<file path="src/rtl/rob_pkg.sv">
// Shared constants, types and slot arithmetic for the in-order reorder buffer.
// No dependencies; imported by every module of the block.
`default_nettype none
package rob_pkg;

   localparam int WINDOW       = 32;
   localparam int PAYLOAD_BITS = 32;
   localparam int MAX_RESULTS  = 32;
   localparam int SEQ_W        = 16;
   localparam int IO_PAY_W     = 32;
   localparam int SLOT_W       = (WINDOW > 1) ? $clog2(WINDOW) : 1;
   localparam int CNT_W        = $clog2(MAX_RESULTS + 1);
   localparam int QDEPTH       = 2;
   localparam int QPTR_W       = (QDEPTH > 1) ? $clog2(QDEPTH) : 1;
   localparam int QCNT_W       = $clog2(QDEPTH + 1);

   localparam logic [SEQ_W-1:0] RESET_FIRST = SEQ_W'(1);

   localparam logic STATUS_DELIVERED = 1'b0;
   localparam logic STATUS_REJECTED  = 1'b1;

   typedef struct packed {
      logic [SEQ_W-1:0]        seq;
      logic [PAYLOAD_BITS-1:0] payload;
   } item_type;

   typedef struct packed {
      logic [SEQ_W-1:0]    seq;
      logic [IO_PAY_W-1:0] payload;
      logic                status;
      logic                last;
   } result_type;

   // (base + step) mod WINDOW, both operands below WINDOW
   function automatic logic [SLOT_W-1:0] slot_add(input logic [SLOT_W-1:0] base,
                                                 input logic [SLOT_W-1:0] step);
      logic [SLOT_W:0] sum;
      sum = {1'b0, base} + {1'b0, step};
      if (sum >= (SLOT_W+1)'(WINDOW)) begin
         sum = sum - (SLOT_W+1)'(WINDOW);
      end
      return sum[SLOT_W-1:0];
   endfunction

endpackage
`default_nettype wire

</file>
<file path="src/rtl/rob_front.sv">
// Front end: takes request beats and queues them.
// Depends on rob_pkg.
`default_nettype none
module rob_front
   import rob_pkg::*;
(
   input  wire logic     clock,
   input  wire logic     reset,
   input  wire logic     req_valid,
   output logic          req_ready,
   input  wire item_type req_item,
   output logic          q_valid,
   output item_type      q_item,
   input  wire logic     q_pop
);

   item_type             q_mem [QDEPTH];
   logic [QPTR_W-1:0]    wr_ptr_ff, wr_ptr_in;
   logic [QPTR_W-1:0]    rd_ptr_ff, rd_ptr_in;
   logic [QCNT_W-1:0]    count_ff, count_in;
   logic                 push, pop;

   assign req_ready = (count_ff != QCNT_W'(QDEPTH));
   assign q_valid   = (count_ff != '0);
   assign q_item    = q_mem[rd_ptr_ff];
   assign push      = req_valid && req_ready;
   assign pop       = q_pop && q_valid;

   always_comb begin
      wr_ptr_in = wr_ptr_ff;
      rd_ptr_in = rd_ptr_ff;
      count_in  = count_ff;
      if (push) begin
         wr_ptr_in = (wr_ptr_ff == QPTR_W'(QDEPTH - 1)) ? '0 : wr_ptr_ff + 1'b1;
      end
      if (pop) begin
         rd_ptr_in = (rd_ptr_ff == QPTR_W'(QDEPTH - 1)) ? '0 : rd_ptr_ff + 1'b1;
      end
      if (push && !pop) begin
         count_in = count_ff + 1'b1;
      end else if (pop && !push) begin
         count_in = count_ff - 1'b1;
      end
   end

   always_ff @(posedge clock) begin
      if (reset) begin
         wr_ptr_ff <= '0;
         rd_ptr_ff <= '0;
         count_ff  <= '0;
      end else begin
         wr_ptr_ff <= wr_ptr_in;
         rd_ptr_ff <= rd_ptr_in;
         count_ff  <= count_in;
      end
   end

   always_ff @(posedge clock) begin
      if (push) begin
         q_mem[wr_ptr_ff] <= req_item;
      end
   end

endmodule
`default_nettype wire

</file>
<file path="src/rtl/rob_back.sv">
// Back end: window check, slot ring with valid bits, in-order drain and
// the result register. Depends on rob_pkg.
`default_nettype none
module rob_back
   import rob_pkg::*;
(
   input  wire logic             clock,
   input  wire logic             reset,
   input  wire logic             csr_valid,
   input  wire logic [SEQ_W-1:0] csr_data,
   input  wire logic             q_valid,
   input  wire item_type         q_item,
   output logic                  q_pop,
   input  wire logic             rsp_ready,
   output logic                  rsp_valid,
   output result_type            rsp_result
);

   localparam logic ST_IDLE  = 1'b0;
   localparam logic ST_DRAIN = 1'b1;

   logic                    state_ff, state_in;
   logic [SEQ_W-1:0]        expected_ff, expected_in;
   logic [SLOT_W-1:0]       head_ff, head_in;
   logic [WINDOW-1:0]       valid_ff, valid_in;
   logic [CNT_W-1:0]        cnt_ff, cnt_in;
   logic                    rsp_valid_ff, rsp_valid_in;
   result_type              rsp_ff, rsp_in;
   logic [PAYLOAD_BITS-1:0] slot_mem [WINDOW];
   logic [PAYLOAD_BITS-1:0] rd_data_ff;

   logic              can_load;
   logic [SEQ_W-1:0]  offset;
   logic              in_win;
   logic [SLOT_W-1:0] slot;
   logic [SLOT_W-1:0] head_next;
   logic              wr_en;
   logic              last;

   assign can_load   = !rsp_valid_ff || rsp_ready;
   assign offset     = q_item.seq - expected_ff;
   assign in_win     = (offset < SEQ_W'(WINDOW));
   assign slot       = slot_add(head_ff, offset[SLOT_W-1:0]);
   assign head_next  = slot_add(head_ff, SLOT_W'(1));
   assign rsp_valid  = rsp_valid_ff;
   assign rsp_result = rsp_ff;

   always_comb begin
      state_in     = state_ff;
      expected_in  = expected_ff;
      head_in      = head_ff;
      valid_in     = valid_ff;
      cnt_in       = cnt_ff;
      rsp_valid_in = rsp_valid_ff && !rsp_ready;
      rsp_in       = rsp_ff;
      q_pop        = 1'b0;
      wr_en        = 1'b0;
      last         = 1'b0;
      case (state_ff)
         ST_IDLE: begin
            if (q_valid && can_load) begin
               q_pop = 1'b1;
               if (in_win && !valid_ff[slot]) begin
                  wr_en          = 1'b1;
                  valid_in[slot] = 1'b1;
                  cnt_in         = '0;
                  if ((slot == head_ff) || valid_ff[head_ff]) begin
                     state_in = ST_DRAIN;
                  end
               end else begin
                  last           = !valid_ff[head_ff] || (MAX_RESULTS == 1);
                  rsp_valid_in   = 1'b1;
                  rsp_in.seq     = q_item.seq;
                  rsp_in.payload = '0;
                  rsp_in.status  = STATUS_REJECTED;
                  rsp_in.last    = last;
                  cnt_in         = CNT_W'(1);
                  if (!last) begin
                     state_in = ST_DRAIN;
                  end
               end
            end
         end
         ST_DRAIN: begin
            if (can_load) begin
               if (valid_ff[head_ff] && (cnt_ff < CNT_W'(MAX_RESULTS))) begin
                  last = !valid_ff[head_next] ||
                         (CNT_W'(cnt_ff + 1'b1) == CNT_W'(MAX_RESULTS));
                  rsp_valid_in      = 1'b1;
                  rsp_in.seq        = expected_ff;
                  rsp_in.payload    = IO_PAY_W'(rd_data_ff);
                  rsp_in.status     = STATUS_DELIVERED;
                  rsp_in.last       = last;
                  valid_in[head_ff] = 1'b0;
                  expected_in       = expected_ff + 1'b1;
                  head_in           = head_next;
                  cnt_in            = CNT_W'(cnt_ff + 1'b1);
                  if (last) begin
                     state_in = ST_IDLE;
                  end
               end else begin
                  state_in = ST_IDLE;
               end
            end
         end
         default: begin
            state_in = ST_IDLE;
         end
      endcase
      if (csr_valid) begin
         state_in    = ST_IDLE;
         expected_in = csr_data;
         head_in     = '0;
         valid_in    = '0;
         cnt_in      = '0;
      end
   end

   always_ff @(posedge clock) begin
      if (reset) begin
         state_ff     <= ST_IDLE;
         expected_ff  <= RESET_FIRST;
         head_ff      <= '0;
         valid_ff     <= '0;
         cnt_ff       <= '0;
         rsp_valid_ff <= 1'b0;
      end else begin
         state_ff     <= state_in;
         expected_ff  <= expected_in;
         head_ff      <= head_in;
         valid_ff     <= valid_in;
         cnt_ff       <= cnt_in;
         rsp_valid_ff <= rsp_valid_in;
      end
   end

   always_ff @(posedge clock) begin
      rsp_ff <= rsp_in;
   end

   // payload store; read port follows the next head, write data bypassed
   always_ff @(posedge clock) begin
      if (wr_en) begin
         slot_mem[slot] <= q_item.payload;
      end
      if (wr_en && (slot == head_in)) begin
         rd_data_ff <= q_item.payload;
      end else begin
         rd_data_ff <= slot_mem[head_in];
      end
   end

endmodule
`default_nettype wire

</file>
<file path="src/rtl/in_order_reorder_buffer.sv">
// Top level of the in-order reorder buffer: stream ports and packing.
// Depends on rob_pkg, rob_front and rob_back.
//
// Usage:
//   req_* carries numbered messages in any order. Each beat is either held in
//   a ring of WINDOW slots, or rejected at once when its number is stale,
//   already held or beyond the window.
//   rsp_* delivers messages strictly in sequence order. Once the expected
//   number is held, it and every consecutive held message leave one beat per
//   cycle while rsp_tready is high; tlast marks the final beat caused by one
//   request beat. A rejected beat (status 1, zero payload) precedes any drain.
//   csr_* loads the first expected number, empties the ring and resets the
//   ring head; write it only while the block is idle. csr_ready is always high.
// Timing:
//   A request beat is first held in the input queue. The back end pops it in the
//   idle state and either loads a reject into the result register or stores it,
//   entering the drain state when the head slot is held to deliver results.
// Reset: expected number 1, all slots empty, no beat pending.
// Back-pressure: rsp_tready low holds the result register; the back end
//   stops, and the two-entry input queue fills before req_tready falls.
`default_nettype none
module in_order_reorder_buffer
   import rob_pkg::*;
(
   input  wire logic        clock,
   input  wire logic        reset,
   input  wire logic        req_tvalid,
   output logic             req_tready,
   input  wire logic [47:0] req_tdata,   // [15:0] seq_number, [47:16] payload
   output logic             rsp_tvalid,
   input  wire logic        rsp_tready,
   output logic [47:0]      rsp_tdata,   // [15:0] out_seq, [47:16] out_payload
   output logic             rsp_tuser,   // [0] status
   output logic             rsp_tlast,
   input  wire logic        csr_valid,
   output logic             csr_ready,
   input  wire logic [15:0] csr_data
);

   item_type   req_item;
   item_type   q_item;
   logic       q_valid;
   logic       q_pop;
   result_type rsp_result;

   assign req_item.seq     = req_tdata[SEQ_W-1:0];
   assign req_item.payload = PAYLOAD_BITS'(req_tdata[SEQ_W +: IO_PAY_W]);
   assign csr_ready        = 1'b1;

   rob_front u_front (
      .clock     (clock),
      .reset     (reset),
      .req_valid (req_tvalid),
      .req_ready (req_tready),
      .req_item  (req_item),
      .q_valid   (q_valid),
      .q_item    (q_item),
      .q_pop     (q_pop)
   );

   rob_back u_back (
      .clock      (clock),
      .reset      (reset),
      .csr_valid  (csr_valid),
      .csr_data   (csr_data),
      .q_valid    (q_valid),
      .q_item     (q_item),
      .q_pop      (q_pop),
      .rsp_ready  (rsp_tready),
      .rsp_valid  (rsp_tvalid),
      .rsp_result (rsp_result)
   );

   assign rsp_tdata = {rsp_result.payload, rsp_result.seq};
   assign rsp_tuser = rsp_result.status;
   assign rsp_tlast = rsp_result.last;

endmodule
`default_nettype wire
</file>
<file path="config.mk">
export PLATFORM = sky130hd
export DESIGN_NAME = in_order_reorder_buffer
export DESIGN_NICKNAME = d
export VERILOG_FILES = /design/src/rtl/rob_pkg.sv /design/src/rtl/rob_front.sv /design/src/rtl/rob_back.sv /design/src/rtl/in_order_reorder_buffer.sv
export SDC_FILE = /design/constraint.sdc
export NUM_CORES = 1
export LEC_CHECK = 0
export BUFFER_PORTS_ARGS = -buffer_cell sky130_fd_sc_hd__buf_4
export CAP_MARGIN = 5
export CORE_MARGIN = 2
export CORE_UTILIZATION = 45
export CTS_BUF_LIST = sky130_fd_sc_hd__clkbuf_4
export DETAILED_ROUTE_END_ITERATION = 8
export SLEW_MARGIN = 20
export SYNTH_ARGS = -nofsm -noshare
export SYNTH_HDL_FRONTEND = slang
export SYNTH_SLANG_ARGS = --single-unit
</file>
<file path="constraint.sdc">
create_clock -name clock -period 7.8 [get_ports clock]
set_clock_uncertainty 0.2 [all_clocks]
set_input_delay 1.56 -clock clock [delete_from_list [all_inputs] [get_ports clock]]
set_output_delay 1.56 -clock clock [all_outputs]
set_load 0.01 [all_outputs]
</file>
==> out/results.ini <==
[job]
maxCapViolCount = 0

[clock_network]
clk_pin_slew_worst_paths_ns = 0.06
holdBufCountCts = 0
cts_setup_buffers = 0
clk_latency_ns = 1.18
clk_path_buf_depth = 4
cts_tree = done
root_buffer = clkbuf_4
ctsResizeCount = 0
clock-sinks = 1241
cts_max_level = 5
numCtsBuffers = 324

[route]
vias = 25500
drc = 0
first_iter_violations = 2771
ant_nets = 0
routedWlPerCell_um = 29.0
via_per_inst = 5.90
drt-total-wl_um = 125000
firstDrtPassIters = 5

[timing]
tightest_slew_ns = 1.11
timing.final.ws_setup_ns = 1.41
fin_crit_sh_pct = 81.9
slew_headroom_pct = 25.9
finalMaxSlewViolations = 0
hold_ws_ns = 0.300
max_clock_freq_mhz = 156
hold_viol_final = 0
period_needed_ns = 6.39
rsz0062_at_grt = no
setup_viol = 0

[hold_path]
hp-class = reg2reg
whs_path_depth = 2

[floorplanning]
io_pins = 122
core_region_area_um2 = 109000
dieArea_um2 = 112000
start_util_pct = 45.3
rows = 121
die_h_um = 335
fp.dieW_um = 335

[place]
pre_cts_slack_ns = 1.45
place_hpwl_um = 74200
io_buffers = 120
place_congestion = 0.869

[worst_setup_path]
crit_required_ns = 8.31
critPathMaxFanout = 40
cp-start-kind = flip-flop
path_class = reg2reg
regToRegSetupSlack_ns = 1.41
rr_worst_depth = 15
cp-end-kind = flip-flop
arrival_ns = 6.90

[logic_synthesis]
synth_area_leader_cell = edfxtp_1
syn_nets = 2429
synthFlopType = edfxtp_1
yosys.cell_count.top_type = edfxtp_1
synth_common_cells = edfxtp_1, mux4_2, nor2_1
synth.area.top_cells = edfxtp_1, mux4_2, dfxtp_1
synth_top_area_share_pct = 71.5
netlist_instances = 2331
async_flop_share_pct = 0
syn_avg_cell_area_um2 = 21.1
yosysUniqueCellTypes = 69
syn_area_um2 = 49200
ys_ff_latch = 1241
synth_edf_count = 1170
ys_warn_count = 0
yosysSeqAreaShare_pct = 74.3

[global_route]
grt_max_degree = 131
antenna_found_initial = 6
grt_pass1_vias = 26400
grt_usage_pct = 22.6
overflow = 0
grt_pass1_wl_um = 181000

[power]
power.density_nw_per_um2 = 278
vdd.ir_drop.worst_mv = 0.152
p_leak_uw = 0.0175

[status]
status = finished, final reports clean

[finish]
area_growth_pct = 13.5
drive_gt1_share_pct = 37.9
nNetsFinal = 2801

## flip-flops by register name, indices dropped and copies added (netlist names), named ones only
name,cells
u_back.head_ff,5
u_back.valid_ff,32
u_back.cnt_ff,6
u_back.expected_ff,16
u_front.q_mem,96
u_back.rsp_valid,1
u_front.rd_ptr_ff,1
u_back.slot_mem,1024
u_front.wr_ptr_ff,1
u_back.state_ff,1
u_front.count_ff,2
u_back.rsp_result,50
## cell families after synthesis
family                     share of synthesized area [%]
AOI/OAI and AO/OA                                   2.40
xor gates and xnor gates                           0.898
adders and majority gates                          0.769
buffers and inverters                               1.21
DFF                                                 74.3
muxes                                               17.7
other                                            0.00763
and+or+nand+nor                                     2.63
## through the flow
step	TNS (ns)	util, %	cells	area [um^2]	power, uW
after floorplan	-34.52	-	2331	49200	9290
after global placement	0	47.9	3791	52000	10300
after detailed placement	0	47.9	3791	52000	10400
after CTS	0	51.4	4315	55800	15700
after global routing	0	51.4	4317	55800	16200
final	0	51.4	4318	55800	15500
## where the power goes
group | switching [uW] | leakage (uW) | internal (uW)
Sequential | 80.9 | 0.0112 | 8030
Clock | 2500 | 0.00229 | 2800
Combinational | 1600 | 0.00403 | 509
Total | 4180 | 0.0175 | 11300
## path summary, 6_finish.rpt
kind / start / endpoint
max reg2reg: u_front.q_mem[1][32] / u_back.slot_mem[20][19]
min reg2reg: u_back.cnt_ff[5] / u_back.cnt_ff[5]
max: u_front.q_mem[1][32] / u_back.slot_mem[20][19]
min: u_back.cnt_ff[5] / u_back.cnt_ff[5]
## layer usage
layer	share of wire, %	global-route usage (%)
met1	42	32.0
met2	48	35.2
met3	8.2	5.43
met4	1.9	6.80
met5	0	0
## layout by cell type (no fill, tap or decap), types with 41 or more instances in the layout
master and instances:
a21oi_1 43, buf_4 168, clkbuf_4 457, clkinv_1 47, dfxtp_1 65, edfxtp_1 1170, mux2_2 46, mux2i_1 41
mux4_2 346, nand2_1 41, nor2_1 93
## worst max-delay path, cell delays in order (launching register included)
cell	delay [ns]
edfxtp_1	0.38
mux2i_1	0.22
ha_1	0.22
inv_1	0.06
fa_1	0.53
inv_1	0.06
fa_1	0.91
mux4_2	0.59
nand2_1	0.08
a21oi_1	0.07
o21a_1	0.23
or4b_1	0.51
or4_2	0.61
buf_4	0.36
nor4_2	0.30
buf_4	0.53
## area by class of cell
class | instances | area, um^2
antenna | 3 | 7.51
inverter | 26 | 97.6
sequential | 1241 | 36600
multi-input combinational | 939 | 12200
clock buffer | 457 | 3430
clock inverter | 67 | 377
timing repair buffer | 171 | 1320
fill | 8576 | 52700
tap | 1414 | 1770
Note: power is estimated with default switching activity, not from simulation.
